[src/sv/low_battery_idle_sleep_guard_macros.svh]
// Assertion macros for the low-battery idle sleep guard.
// Included by the top level; no other dependencies.
`ifndef LOW_BATTERY_IDLE_SLEEP_GUARD_MACROS_SVH
`define LOW_BATTERY_IDLE_SLEEP_GUARD_MACROS_SVH
`ifndef ASSERT_OFF
// Condition must hold at every clock edge outside reset.
`define LBG_ASSERT_ALWAYS(lbl, clk, rst_n, cond) \
  lbl: assert property (@(posedge clk) disable iff (!rst_n) (cond)) \
    else $error("assertion failed");
// Antecedent in one cycle implies the consequent in the next.
`define LBG_ASSERT_NEXT(lbl, clk, rst_n, ante, cons) \
  lbl: assert property (@(posedge clk) disable iff (!rst_n) (ante) |=> (cons)) \
    else $error("assertion failed");
`else
`define LBG_ASSERT_ALWAYS(lbl, clk, rst_n, cond)
`define LBG_ASSERT_NEXT(lbl, clk, rst_n, ante, cons)
`endif
`endif

[src/sv/lbg_pkg.sv]
// Shared types, constants and helper functions for the sleep guard.
// No dependencies; used by every module of the block.
package lbg_pkg;

  localparam int unsigned NUM_CHANNELS_DEF = 16;

  localparam int unsigned CFG_ADDR_W = 3;
  localparam int unsigned CFG_DATA_W = 32;
  localparam int unsigned IDX_W      = 4;
  localparam int unsigned VAL_W      = 12;
  localparam int unsigned TIME_W     = 32;
  localparam int unsigned MV_W       = 16;
  localparam int unsigned CELLS_W    = 4;
  localparam int unsigned ARMCH_W    = 5;
  localparam int unsigned MOVE_W     = 8;
  localparam int unsigned IN_DATA_W  = 72;
  localparam int unsigned OUT_DATA_W = 8;

  // Register indexes of the configuration port
  typedef enum logic [CFG_ADDR_W-1:0] {
    REG_CELL_COUNT   = 3'd0,
    REG_ARMING_CH    = 3'd1,
    REG_ARM_THR      = 3'd2,
    REG_MOVE_THR     = 3'd3,
    REG_STILL_TIME   = 3'd4,
    REG_SUSTAIN_TIME = 3'd5,
    REG_MV_PER_CELL  = 3'd6,
    REG_MIN_VALID    = 3'd7
  } cfg_reg_t;

  // Reset values of the registers
  localparam logic [CELLS_W-1:0] CELL_COUNT_RST   = '0;
  localparam logic [ARMCH_W-1:0] ARMING_CH_RST    = '0;
  localparam logic [VAL_W-1:0]   ARM_THR_RST      = 12'd1500;
  localparam logic [MOVE_W-1:0]  MOVE_THR_RST     = 8'd12;
  localparam logic [TIME_W-1:0]  STILL_TIME_RST   = 32'd120000;
  localparam logic [TIME_W-1:0]  SUSTAIN_TIME_RST = 32'd10000;
  localparam logic [MV_W-1:0]    MV_PER_CELL_RST  = 16'd3300;
  localparam logic [MV_W-1:0]    MIN_VALID_RST    = 16'd3000;

  // Input word commands
  localparam logic CMD_SAMPLE = 1'b0;
  localparam logic CMD_TICK   = 1'b1;

  typedef struct packed {
    logic [CELLS_W-1:0] cell_count;
    logic [ARMCH_W-1:0] arming_channel;
    logic [VAL_W-1:0]   arm_threshold_us;
    logic [MOVE_W-1:0]  move_threshold_us;
    logic [TIME_W-1:0]  still_time_ms;
    logic [TIME_W-1:0]  sustain_time_ms;
    logic [MV_W-1:0]    sleep_mv_per_cell;
    logic [MV_W-1:0]    min_valid_mv;
  } cfg_t;

  typedef struct packed {
    logic               sleep_request;
    logic               is_still;
    logic               is_armed;
    logic [CELLS_W-1:0] cells_used;
    logic               low_pending;
  } tick_res_t;

  // Series cell estimate (mv + 1900) / 3800 clamped to 1..6, as voltage thresholds.
  function automatic logic [CELLS_W-1:0] cell_estimate(input logic [MV_W-1:0] mv);
    logic [CELLS_W-1:0] n;
    n = 4'd1;
    if (mv >= 16'd5700)  n = 4'd2;
    if (mv >= 16'd9500)  n = 4'd3;
    if (mv >= 16'd13300) n = 4'd4;
    if (mv >= 16'd17100) n = 4'd5;
    if (mv >= 16'd20900) n = 4'd6;
    return n;
  endfunction

endpackage

[src/sv/low_battery_idle_sleep_guard.sv]
// Low-battery idle sleep guard: one word a cycle, input register, evaluation, result register.
// A tick word passes from the input register through evaluation into the result register on out_tdata.
// Throughput: one word per cycle; a sample word never stalls, a tick waits only on a full
// result register that is not being taken. Reset (rst_n, synchronous) clears snapshots,
// timers, flags and restores the register defaults; the block is ready right after it.
// Depends on lbg_pkg, lbg_cfg, lbg_chan, lbg_eval and the assertion macro header.
`include "low_battery_idle_sleep_guard_macros.svh"
module low_battery_idle_sleep_guard #(
  parameter int unsigned NUM_CHANNELS = lbg_pkg::NUM_CHANNELS_DEF
) (
  input  logic                              clk,
  input  logic                              rst_n,
  input  logic                              in_tvalid,
  output logic                              in_tready,
  // channel_index[3:0], channel_value[15:4], now_ms[47:16], battery_mv[63:48],
  // being_flown[64], zero pad [71:65]
  input  logic [lbg_pkg::IN_DATA_W-1:0]     in_tdata,
  // command[0]
  input  logic                              in_tuser,
  output logic                              out_tvalid,
  input  logic                              out_tready,
  // sleep_request[0], is_still[1], is_armed[2], cells_used[6:3], low_pending[7]
  output logic [lbg_pkg::OUT_DATA_W-1:0]    out_tdata,
  input  logic                              cfg_we,
  input  logic [lbg_pkg::CFG_ADDR_W-1:0]    cfg_addr,
  input  logic [lbg_pkg::CFG_DATA_W-1:0]    cfg_wdata
);

  lbg_pkg::cfg_t             cfg;
  lbg_pkg::tick_res_t        res;
  logic                      arm_clear;
  logic                      moved;
  logic [lbg_pkg::VAL_W-1:0] arm_value;

  logic                      s1_valid_r;
  logic                      s1_valid_nxt;
  logic                      s1_cmd_r;
  logic [64:0]               s1_data_r;
  logic                      s1_stall;
  logic                      s1_go;
  logic                      in_fire;
  logic                      sample_en;
  logic                      tick_en;
  logic                      out_valid_r;
  logic                      out_valid_nxt;
  lbg_pkg::tick_res_t        out_res_r;

  // Input register control: a tick holds only when the result register cannot take it.
  assign s1_stall  = s1_valid_r && (s1_cmd_r == lbg_pkg::CMD_TICK) && out_valid_r && !out_tready;
  assign s1_go     = s1_valid_r && !s1_stall;
  assign in_tready = !s1_stall;
  assign in_fire   = in_tvalid && in_tready;
  assign sample_en = s1_go && (s1_cmd_r == lbg_pkg::CMD_SAMPLE);
  assign tick_en   = s1_go && (s1_cmd_r == lbg_pkg::CMD_TICK);

  always_comb begin
    s1_valid_nxt = s1_valid_r;
    if (in_fire)    s1_valid_nxt = 1'b1;
    else if (s1_go) s1_valid_nxt = 1'b0;
  end

  always_comb begin
    out_valid_nxt = out_valid_r;
    if (tick_en)         out_valid_nxt = 1'b1;
    else if (out_tready) out_valid_nxt = 1'b0;
  end

  // Control registers.
  always_ff @(posedge clk) begin
    if (!rst_n) begin
      s1_valid_r  <= 1'b0;
      out_valid_r <= 1'b0;
    end else begin
      s1_valid_r  <= s1_valid_nxt;
      out_valid_r <= out_valid_nxt;
    end
  end

  // Payload registers.
  always_ff @(posedge clk) begin
    if (in_fire) begin
      s1_cmd_r  <= in_tuser;
      s1_data_r <= in_tdata[64:0];
    end
    if (tick_en) out_res_r <= res;
  end

  lbg_cfg u_cfg (
    .clk       (clk),
    .rst_n     (rst_n),
    .cfg_we    (cfg_we),
    .cfg_addr  (cfg_addr),
    .cfg_wdata (cfg_wdata),
    .cfg       (cfg),
    .arm_clear (arm_clear)
  );

  lbg_chan #(.NUM_CHANNELS(NUM_CHANNELS)) u_chan (
    .clk            (clk),
    .rst_n          (rst_n),
    .sample_en      (sample_en),
    .tick_en        (tick_en),
    .idx            (s1_data_r[3:0]),
    .val            (s1_data_r[15:4]),
    .move_thr       (cfg.move_threshold_us),
    .arming_channel (cfg.arming_channel),
    .arm_clear      (arm_clear),
    .moved          (moved),
    .arm_value      (arm_value)
  );

  lbg_eval #(.NUM_CHANNELS(NUM_CHANNELS)) u_eval (
    .clk       (clk),
    .rst_n     (rst_n),
    .tick_en   (tick_en),
    .now       (s1_data_r[47:16]),
    .mv        (s1_data_r[63:48]),
    .flown     (s1_data_r[64]),
    .moved     (moved),
    .arm_value (arm_value),
    .cfg       (cfg),
    .res       (res)
  );

  assign out_tvalid = out_valid_r;
  assign out_tdata  = {out_res_r.low_pending, out_res_r.cells_used, out_res_r.is_armed,
                       out_res_r.is_still, out_res_r.sleep_request};

  // A request only ever comes from a still, unarmed model with a valid reading.
  `LBG_ASSERT_ALWAYS(a_req_cond, clk, rst_n,
    !(out_valid_r && out_res_r.sleep_request) ||
    (out_res_r.is_still && !out_res_r.is_armed && (out_res_r.cells_used != '0)))
  // A held word in the input register is never lost.
  `LBG_ASSERT_NEXT(a_s1_hold, clk, rst_n, s1_stall, s1_valid_r)
  // Every tick consumes the movement flag.
  `LBG_ASSERT_NEXT(a_moved_clr, clk, rst_n, tick_en, !moved)

endmodule

[src/sv/lbg_cfg.sv]
// Configuration register file of the sleep guard.
// Depends on lbg_pkg for register indexes, reset values and the config struct.
module lbg_cfg (
  input  logic                              clk,
  input  logic                              rst_n,
  input  logic                              cfg_we,
  input  logic [lbg_pkg::CFG_ADDR_W-1:0]    cfg_addr,
  input  logic [lbg_pkg::CFG_DATA_W-1:0]    cfg_wdata,
  output lbg_pkg::cfg_t                     cfg,
  output logic                              arm_clear
);

  lbg_pkg::cfg_t cfg_r;
  lbg_pkg::cfg_t cfg_nxt;

  // Decode the write into the addressed field.
  always_comb begin
    cfg_nxt   = cfg_r;
    arm_clear = 1'b0;
    if (cfg_we) begin
      unique case (lbg_pkg::cfg_reg_t'(cfg_addr))
        lbg_pkg::REG_CELL_COUNT:   cfg_nxt.cell_count = cfg_wdata[lbg_pkg::CELLS_W-1:0];
        lbg_pkg::REG_ARMING_CH: begin
          cfg_nxt.arming_channel = cfg_wdata[lbg_pkg::ARMCH_W-1:0];
          arm_clear              = 1'b1;
        end
        lbg_pkg::REG_ARM_THR:      cfg_nxt.arm_threshold_us = cfg_wdata[lbg_pkg::VAL_W-1:0];
        lbg_pkg::REG_MOVE_THR:     cfg_nxt.move_threshold_us = cfg_wdata[lbg_pkg::MOVE_W-1:0];
        lbg_pkg::REG_STILL_TIME:   cfg_nxt.still_time_ms = cfg_wdata[lbg_pkg::TIME_W-1:0];
        lbg_pkg::REG_SUSTAIN_TIME: cfg_nxt.sustain_time_ms = cfg_wdata[lbg_pkg::TIME_W-1:0];
        lbg_pkg::REG_MV_PER_CELL:  cfg_nxt.sleep_mv_per_cell = cfg_wdata[lbg_pkg::MV_W-1:0];
        lbg_pkg::REG_MIN_VALID:    cfg_nxt.min_valid_mv = cfg_wdata[lbg_pkg::MV_W-1:0];
        default: ;
      endcase
    end
  end

  // Registers with their documented reset values.
  always_ff @(posedge clk) begin
    if (!rst_n) begin
      cfg_r.cell_count        <= lbg_pkg::CELL_COUNT_RST;
      cfg_r.arming_channel    <= lbg_pkg::ARMING_CH_RST;
      cfg_r.arm_threshold_us  <= lbg_pkg::ARM_THR_RST;
      cfg_r.move_threshold_us <= lbg_pkg::MOVE_THR_RST;
      cfg_r.still_time_ms     <= lbg_pkg::STILL_TIME_RST;
      cfg_r.sustain_time_ms   <= lbg_pkg::SUSTAIN_TIME_RST;
      cfg_r.sleep_mv_per_cell <= lbg_pkg::MV_PER_CELL_RST;
      cfg_r.min_valid_mv      <= lbg_pkg::MIN_VALID_RST;
    end else begin
      cfg_r <= cfg_nxt;
    end
  end

  assign cfg = cfg_r;

endmodule

[src/sv/lbg_chan.sv]
// Channel movement tracker: per-channel snapshots, movement flag and arm channel latch.
// Depends on lbg_pkg for widths.
module lbg_chan #(
  parameter int unsigned NUM_CHANNELS = lbg_pkg::NUM_CHANNELS_DEF
) (
  input  logic                          clk,
  input  logic                          rst_n,
  input  logic                          sample_en,
  input  logic                          tick_en,
  input  logic [lbg_pkg::IDX_W-1:0]     idx,
  input  logic [lbg_pkg::VAL_W-1:0]     val,
  input  logic [lbg_pkg::MOVE_W-1:0]    move_thr,
  input  logic [lbg_pkg::ARMCH_W-1:0]   arming_channel,
  input  logic                          arm_clear,
  output logic                          moved,
  output logic [lbg_pkg::VAL_W-1:0]     arm_value
);

  localparam int unsigned CMP_W = 6;

  logic [lbg_pkg::VAL_W-1:0] snap_r   [NUM_CHANNELS];
  logic [lbg_pkg::VAL_W-1:0] snap_rd;
  logic [lbg_pkg::VAL_W-1:0] diff;
  logic [CMP_W-1:0]          idx_ext;
  logic                      in_range;
  logic                      big_move;
  logic                      arm_hit;
  logic                      moved_r;
  logic                      moved_nxt;
  logic [lbg_pkg::VAL_W-1:0] arm_value_r;
  logic [lbg_pkg::VAL_W-1:0] arm_value_nxt;

  assign idx_ext  = CMP_W'(idx);
  assign in_range = idx_ext < CMP_W'(NUM_CHANNELS);

  // Read the snapshot of the sampled channel.
  always_comb begin
    snap_rd = '0;
    for (int i = 0; i < NUM_CHANNELS; i++) begin
      if (idx_ext == CMP_W'(i)) snap_rd = snap_r[i];
    end
  end

  // Absolute change against the snapshot.
  assign diff     = (val > snap_rd) ? (val - snap_rd) : (snap_rd - val);
  assign big_move = sample_en && in_range &&
                    (diff > lbg_pkg::VAL_W'(move_thr));

  assign arm_hit = sample_en && in_range &&
                   (CMP_W'(arming_channel) == (idx_ext + CMP_W'(1)));

  // Movement flag is set by a large change and cleared by each tick.
  always_comb begin
    moved_nxt = moved_r;
    if (tick_en)       moved_nxt = 1'b0;
    else if (big_move) moved_nxt = 1'b1;
  end

  always_comb begin
    arm_value_nxt = arm_value_r;
    if (arm_clear)    arm_value_nxt = '0;
    else if (arm_hit) arm_value_nxt = val;
  end

  always_ff @(posedge clk) begin
    if (!rst_n) begin
      for (int i = 0; i < NUM_CHANNELS; i++) snap_r[i] <= '0;
      moved_r     <= 1'b0;
      arm_value_r <= '0;
    end else begin
      for (int i = 0; i < NUM_CHANNELS; i++) begin
        if (big_move && (idx_ext == CMP_W'(i))) snap_r[i] <= val;
      end
      moved_r     <= moved_nxt;
      arm_value_r <= arm_value_nxt;
    end
  end

  assign moved     = moved_r;
  assign arm_value = arm_value_r;

endmodule

[src/sv/lbg_eval.sv]
// Tick evaluation: stillness, arming, cell count, low-voltage timer and sleep request.
// Depends on lbg_pkg for the config and result structs and the cell estimate.
module lbg_eval #(
  parameter int unsigned NUM_CHANNELS = lbg_pkg::NUM_CHANNELS_DEF
) (
  input  logic                         clk,
  input  logic                         rst_n,
  input  logic                         tick_en,
  input  logic [lbg_pkg::TIME_W-1:0]   now,
  input  logic [lbg_pkg::MV_W-1:0]     mv,
  input  logic                         flown,
  input  logic                         moved,
  input  logic [lbg_pkg::VAL_W-1:0]    arm_value,
  input  lbg_pkg::cfg_t                cfg,
  output lbg_pkg::tick_res_t           res
);

  localparam int unsigned CMP_W  = 6;
  localparam int unsigned PROD_W = lbg_pkg::MV_W + lbg_pkg::CELLS_W;

  logic [lbg_pkg::TIME_W-1:0]  last_move_r;
  logic [lbg_pkg::TIME_W-1:0]  last_move_nxt;
  logic [lbg_pkg::TIME_W-1:0]  low_since_r;
  logic [lbg_pkg::TIME_W-1:0]  low_since_nxt;
  logic [lbg_pkg::TIME_W-1:0]  lm_eff;
  logic [lbg_pkg::TIME_W-1:0]  ls_eff;
  logic                        still;
  logic                        armed;
  logic                        mv_valid;
  logic [lbg_pkg::CELLS_W-1:0] cells;
  logic [PROD_W-1:0]           limit_mv;
  logic                        low;

  // Last movement time, reloaded after movement or while still zero.
  assign lm_eff = (moved || (last_move_r == '0)) ? now : last_move_r;
  assign still  = (now - lm_eff) >= cfg.still_time_ms;

  assign armed = (cfg.arming_channel != '0) &&
                 (CMP_W'(cfg.arming_channel) <= CMP_W'(NUM_CHANNELS)) &&
                 (arm_value > cfg.arm_threshold_us);

  // Cell count: configured, estimated, or zero for an invalid reading.
  assign mv_valid = mv >= cfg.min_valid_mv;
  always_comb begin
    cells = '0;
    if (mv_valid) begin
      if (cfg.cell_count != '0) cells = cfg.cell_count;
      else                      cells = lbg_pkg::cell_estimate(mv);
    end
  end

  assign limit_mv = PROD_W'(cfg.sleep_mv_per_cell) * PROD_W'(cells);
  assign low      = mv_valid && (PROD_W'(mv) <= limit_mv) && still && !flown && !armed;

  // Low timer starts on the first low tick and is cleared on any tick that is not low.
  assign ls_eff = (low_since_r == '0) ? now : low_since_r;

  always_comb begin
    last_move_nxt = last_move_r;
    low_since_nxt = low_since_r;
    if (tick_en) begin
      last_move_nxt = lm_eff;
      low_since_nxt = low ? ls_eff : '0;
    end
  end

  always_ff @(posedge clk) begin
    if (!rst_n) begin
      last_move_r <= '0;
      low_since_r <= '0;
    end else begin
      last_move_r <= last_move_nxt;
      low_since_r <= low_since_nxt;
    end
  end

  assign res.sleep_request = low && ((now - ls_eff) >= cfg.sustain_time_ms);
  assign res.is_still      = still;
  assign res.is_armed      = armed;
  assign res.cells_used    = cells;
  assign res.low_pending   = low && (ls_eff != '0);

endmodule
[config.mk]
export PLATFORM = sky130hd
export DESIGN_NAME = low_battery_idle_sleep_guard
export DESIGN_NICKNAME = d
export VERILOG_FILES = /design/src/sv/lbg_pkg.sv /design/src/sv/low_battery_idle_sleep_guard.sv /design/src/sv/lbg_cfg.sv /design/src/sv/lbg_chan.sv /design/src/sv/lbg_eval.sv
export VERILOG_INCLUDE_DIRS = /design/src /design/src/sv
export SDC_FILE = /design/constraint.sdc
export NUM_CORES = 1
export LEC_CHECK = 0
export ABC_CLOCK_PERIOD_IN_PS = 18300
export BUFFER_PORTS_ARGS = -buffer_cell sky130_fd_sc_hd__buf_4
export CAP_MARGIN = 20
export CORE_UTILIZATION = 55
export CTS_CLUSTER_DIAMETER = 200
export DETAILED_ROUTE_END_ITERATION = 10
export HOLD_SLACK_MARGIN = 0.02
export PLACE_DENSITY = 0.75
export SLEW_MARGIN = 10
export SYNTH_ARGS = -nofsm -noshare
export SYNTH_HDL_FRONTEND = slang
export SYNTH_SLANG_ARGS = --single-unit
[constraint.sdc]
create_clock -name clk -period 18.3 [get_ports clk]
set_input_delay 0.915 -clock clk [delete_from_list [all_inputs] [get_ports clk]]
set_output_delay 0.915 -clock clk [all_outputs]
set_load 0.005 [all_outputs]
==> flow_summary.yaml, run 1 <==
outcome:
  outcome: "finished, final reports clean"
power:
  p_leak_nw: 11.8
  ir_drop_v: 0.0000838
  power.density_mw_per_mm2: 102
setup_path:
  cp-start-kind: "flip-flop"
  cpMaxStageDelayCell: "buf_4"
  crit_end: "u_chan.snap_r[0][3]"
  crit_path_start: "s1_data_r[0]"
  r2r_slack_ns: 8.29
  reg2reg_depth: 30
  r2r_end: "u_chan.snap_r[0][3]"
  max_stage_delay_ns: 0.89
  endpoint_kind: "flip-flop"
  worst-endpoint-arrival_ns: 10.35
  path_common_cell: "o21ai_0"
  cp_data_required_time_ns: 18.64
  critical_path_class: "reg -> reg"
  crit_path_max_fanout: 110
  r2r-start: "s1_data_r[0]"
floorplanning:
  die_area_mm2: 0.0504
  core_mm2: 0.0488
  die_x_um: 225
  row_count: 81
  io_pins: 123
  start_util: 0.558
  die_h_um: 225
timing:
  clock-skew-final_ns: 0.0324
  relSlewSlack: 0.253
  setup_violations: 0
  min_period_ns: 10.01
  hold_viol_final: 0
  rsz0062_at_grt: "no"
  max_slew.worst_pin.slew_ns: 1.11
  period_share: 0.547
  drv_slew: 0
  fmax_mhz: 99.9
  tns_ns: 0
logic_synthesis:
  synth.distinct_cells: 75
  syn_avg_cell_area_um2: 9.51
  synth.top_cell.area_share: 0.293
  synth_most_common_cell: "nand2_1"
  netlist_area_mm2: 0.0272
  synth_fp_nets: 3238
  synthCells: 2863
  synth_top_cell_by_area: "edfxtp_1"
  synthTopCellsByCount: "360 x nand2_1, 266 x edfxtp_1, 233 x a21oi_1"
  async_flop_share: 0
  synth-seq-area-share: 0.443
  ys.flop_type: "edfxtp_1"
  synthTopCellsByArea: "edfxtp_1 29%, dfxtp_1 15%, ha_1 11%"
  synth_edf_count: 266
  ys_ff_latch: 470
  yosysWarningCount: 0
cts:
  insertion_delay_ns: 0.61
  root_buffer: "clkbuf_16"
  cts_hold_buffers: 0
  cts_tree: "yes"
  cts_setup_buffers: 0
  cts_sinks: 470
  clockBufferDepth: 3
  clk_pin_slew_ns: 0.06
  cts.htree.levels: 2
  numCtsBuffers: 49
  cts_resized: 0
global_routing:
  grt_first_pass_wirelength_mm: 112
  grt-ovfl-total: 0
  grt_pass1_vias: 21400
  grt_start_max_net_pins: 111
  antenna_found_initial: 1
  grt.total_usage: 0.280
route:
  wl_mm: 71.1
  drc: 0
  drtIter0Drc: 2106
  vias_per_cell: 6.04
  ant_nets: 0
  dr.pass1.iters: 7
  wl_per_cell_um: 19.5
  num_vias: 22000
cells_and_area:
  drive_gt1_frac: 0.0885
  final_core_util: 0.622
  fin_nets: 3307
  area_delta_synth_final_pct: 11.6
place:
  port_buffers: 115
  hpwl_mm: 52.0
  gp_congestion: 0.887
worst_hold_path:
  hp-start: "u_cfg.cfg[57]"
  min_path_type: "reg -> reg"
run:
  maxCapViolations: 0
-- metal layers --
| metal | wire (µm) | global-route usage | share of wire |
|---|---|---|---|
| met1 | 31800 | 0.393 | 0.45 |
| met2 | 32200 | 0.448 | 0.45 |
| met4 | 1850 | 0.0922 | 0.026 |
| met5 | 0 | 0 | 0 |
| met3 | 5200 | 0.0346 | 0.073 |
-- layout make-up --
class,instances,area [µm²]
clock buffers,68,1400
multi-input cells,2087,14000
flip-flops and latches,470,12100
inverters,167,629
clock inverters,23,236
well taps,664,831
fillers,4005,18400
diodes,1,2.50
repair buffers,157,1220
-- logic make-up (layout without fill, tap and decap cells) --
family,after synthesis,in the layout,synth area share
AO/OA/AOI/OAI,712,712,0.169
XOR/XNOR,86,86,0.0277
adder cells (fa/ha/maj),262,262,0.129
buffers and inverters,306,415,0.0444
flip-flops,470,470,0.443
multiplexers,66,66,0.0247
other,0,1,0
AND/OR/NAND/NOR,961,961,0.162
-- placed cells by master (no fill, tap or decap), drive strengths merged, types with 54 or more instances in the layout --
cell type and n:
inv 168, nand2 360, clkbuf 69, nor2 196
mux2i 60, a21oi 233, o21ai 125, ha 230
buf 156, dfxtp 204, nor3 158, xnor2 62
a211oi 54, and2 61, edfxtp 266
-- worst max-delay path: cells and delay by family (launching register included) --
| family | cells | cell delay, ns |
|---|---|---|
| compound gates | 16 | 4.62 |
| buf+inv | 4 | 1.63 |
| simple gates | 6 | 1.46 |
| fa+ha+maj | 3 | 1.07 |
| flops | 1 | 0.55 |
| xor+xnor | 1 | 0.32 |
-- state kept, by name, indices dropped and copies added, names as in the netlist --
signal              flops
s1_valid_r              1
u_eval.last_move_r     32
u_chan.arm_value       12
s1_data_r              65
s1_cmd_r                1
u_cfg.cfg             125
u_chan.moved            1
u_chan.snap_r         192
u_eval.low_since_r     32
out_tvalid              1
out_tdata               8
-- power breakdown --
| group | switching [mW] | internal, mW | total (mW) | leakage, nW |
|---|---|---|---|---|
| clock network | 0.420 | 0.592 | 1.01 | 0.809 |
| logic | 0.533 | 0.351 | 0.885 | 6.64 |
| registers | 0.0339 | 1.16 | 1.20 | 4.32 |
| total | 0.987 | 2.11 | 3.09 | 11.8 |
-- through the flow --
step | setup WS (ns) | power (mW) | cells | instance area [µm²] | hold WS (ns)
after floorplan | 11.10 | 1.83 | 2863 | 27200 | 0.436
after global placement | 8.89 | 2.04 | 3539 | 28700 | 0.443
after detailed placement | 8.66 | 2.08 | 3540 | 28700 | 0.447
after CTS | 8.57 | 3.09 | 3631 | 30300 | 0.446
after global routing | 7.79 | 3.24 | 3637 | 30400 | 0.459
final | 8.29 | 3.09 | 3637 | 30400 | 0.456
-- how the worst min path moves through the flow --
stage / slack [ns] / depth (start not counted) / endpoint
2_1_floorplan: 0.44 / 2 / u_cfg.cfg[100]
3_3_place_gp: 0.44 / 2 / u_cfg.cfg[44]
3_5_place_dp: 0.45 / 2 / u_cfg.cfg[44]
4_1_cts: 0.45 / 1 / s1_data_r[21]
5_1_grt: 0.46 / 1 / s1_data_r[21]
6_report: 0.46 / 2 / u_cfg.cfg[57]
No activity file was read; power rests on OpenSTA's default activity.
==> run 2, diff against run 1 <==
Settings changed: ABC_CLOCK_PERIOD_IN_PS 18300 to 9400.
Clock period 18.3 ns to 9.4 ns, I/O delays scaled along.
==> flow_summary.yaml, run 2 (same netlist as run 1, synthesis figures left out) <==
timing:
  relSlewSlack: 0.279
  fmax_mhz: 119
  period_share: 0.893
  clock-skew-final_ns: 0.0236
  min_period_ns: 8.39
  hold_viol_final: 0
  tns_ns: 0
  setup_violations: 0
  drv_slew: 0
  rsz0062_at_grt: "no"
  max_slew.worst_pin.slew_ns: 1.08
setup_path:
  path_common_cell: "o21ai_0"
  critical_path_class: "reg -> reg"
  max_stage_delay_ns: 0.68
  cpMaxStageDelayCell: "o31ai_1"
  cp_data_required_time_ns: 9.70
  crit_path_max_fanout: 70
  endpoint_kind: "flip-flop"
  cp-start-kind: "flip-flop"
  worst-endpoint-arrival_ns: 8.69
  crit_path_start: "s1_data_r[0]"
  r2r-start: "s1_data_r[0]"
place:
  gp_congestion: 0.915
  hpwl_mm: 53.2
  port_buffers: 115
cts:
  numCtsBuffers: 50
  root_buffer: "clkbuf_16"
  cts_setup_buffers: 0
  clockBufferDepth: 3
  clk_pin_slew_ns: 0.06
  cts.htree.levels: 2
  cts_sinks: 470
  cts_tree: "yes"
  insertion_delay_ns: 0.60
  cts_resized: 0
route:
  drtIter0Drc: 2314
  routed.top_layer: "met4"
  wl_met2_mm: 32.7
  vias_per_cell: 6.06
  drc: 0
  wl_per_cell_um: 19.6
  ant_nets: 0
  wl_mm: 72.2
  num_vias: 22300
  dr.pass1.iters: 8
  wl_met1_mm: 31.8
  wl_met3_mm: 5.66
cells_and_area:
  final_cell_mix: "360 x nand2_1, 266 x edfxtp_1, 233 x a21oi_1"
  multi_input_area_mm2: 0.0140
  n_fill_cell: 3956
  seq_area_mm2: 0.0121
  largest-register: "u_chan.snap_r"
  largest_reg_flops: 192
  fin_nets: 3352
  drive_gt1_frac: 0.0875
  area_delta_synth_final_pct: 13.3
  layout_commonest_cell: "nand2_1"
worst_hold_path:
  min_path_type: "in -> reg"
  hp-start: "in_tdata[8]"
outcome:
  outcome: "finished, final reports clean"
floorplanning:
  row_count: 81
  die_area_mm2: 0.0504
  io_pins: 123
  die_h_um: 225
  die_x_um: 225
  core_mm2: 0.0488
  start_util: 0.558
power:
  p_leak_nw: 12.0
  ir_drop_v: 0.000149
  p_total_mw: 6.09
  power.density_mw_per_mm2: 197
global_routing:
  grt_start_max_net_pins: 92
  grt_pass1_vias: 21500
  grt.total_usage: 0.284
  antenna_found_initial: 2
  grt_first_pass_wirelength_mm: 114
  grt-ovfl-total: 0
run:
  maxCapViolations: 0
==> run 2: cell types whose count changed in the layout (fill, tap and decap cells not counted), moves of 2 or more <==
cell,before,now
buf_4,152,158
buf_8,2,0
clkbuf_16,51,53
clkinv_1,3,5
clkinv_2,11,3
dlygate4sd3_1,0,40
inv_6,1,4
==> run 2: per-stage QoR <==
step | hold WS (ns) | utilization | instances | setup slack, ns | cell area [µm²]
global route | 0.0262 | 0.632 | 3682 | 0.531 | 30900
finish | 0.0488 | 0.632 | 3682 | 1.01 | 30900
floorplan | 0.436 | - | 2863 | 2.20 | 27200
detailed placement | 0.447 | 0.589 | 3547 | 1.22 | 28800
CTS | 0.0203 | 0.632 | 3679 | 1.17 | 30900
global placement | 0.442 | 0.588 | 3546 | 1.30 | 28700
==> run 2: worst max-delay path: cells and delay by family (launching register included) <==
kind | cells | cell delay (ns)
simple gates | 7 | 1.91
fa+ha+maj | 3 | 1.02
buf+inv | 3 | 0.64
xor+xnor | 1 | 0.11
flops | 1 | 0.46
compound gates | 16 | 3.90
==> run 2: per-layer routing <==
metal / track usage / vias to the layer above
li1: - / 10600
met4: 0.0867 / 0
met5: 0 / -
met2: 0.456 / 915
met3: 0.0414 / 147
met1: 0.397 / 10600
==> run 2: repair_timing <==
item                                    CTS  global route
endpoints found under the setup margin    0             0
hold endpoints to repair                 40             0
hold buffers                             40             0
==> run 2: worst paths after layout <==
kind / endpoint / slack [ns] / cells after the start
max: u_chan.snap_r[0][83] / 1.01 / 30
min: s1_data_r[8] / 0.05 / 1
max reg2reg: u_chan.snap_r[0][83] / 1.01 / 30
min reg2reg: u_cfg.cfg[1] / 0.46 / 2
==> run 2: final cells by class <==
cell class	instances	area share
Multi-Input combinational cell	2087	0.454
Inverter	167	0.0204
Clock inverter	20	0.00697
Clock buffer	72	0.0475
Tap cell	664	0.0269
Sequential cell	470	0.391
Antenna cell	1	0.0000811
Timing Repair Buffer	201	0.0532
==> run 2: power by group <==
| group | switching, mW | internal, mW | total, mW |
|---|---|---|---|
| Sequential | 0.0653 | 2.26 | 2.33 |
| Clock | 0.839 | 1.20 | 2.04 |
| Combinational | 1.03 | 0.700 | 1.73 |
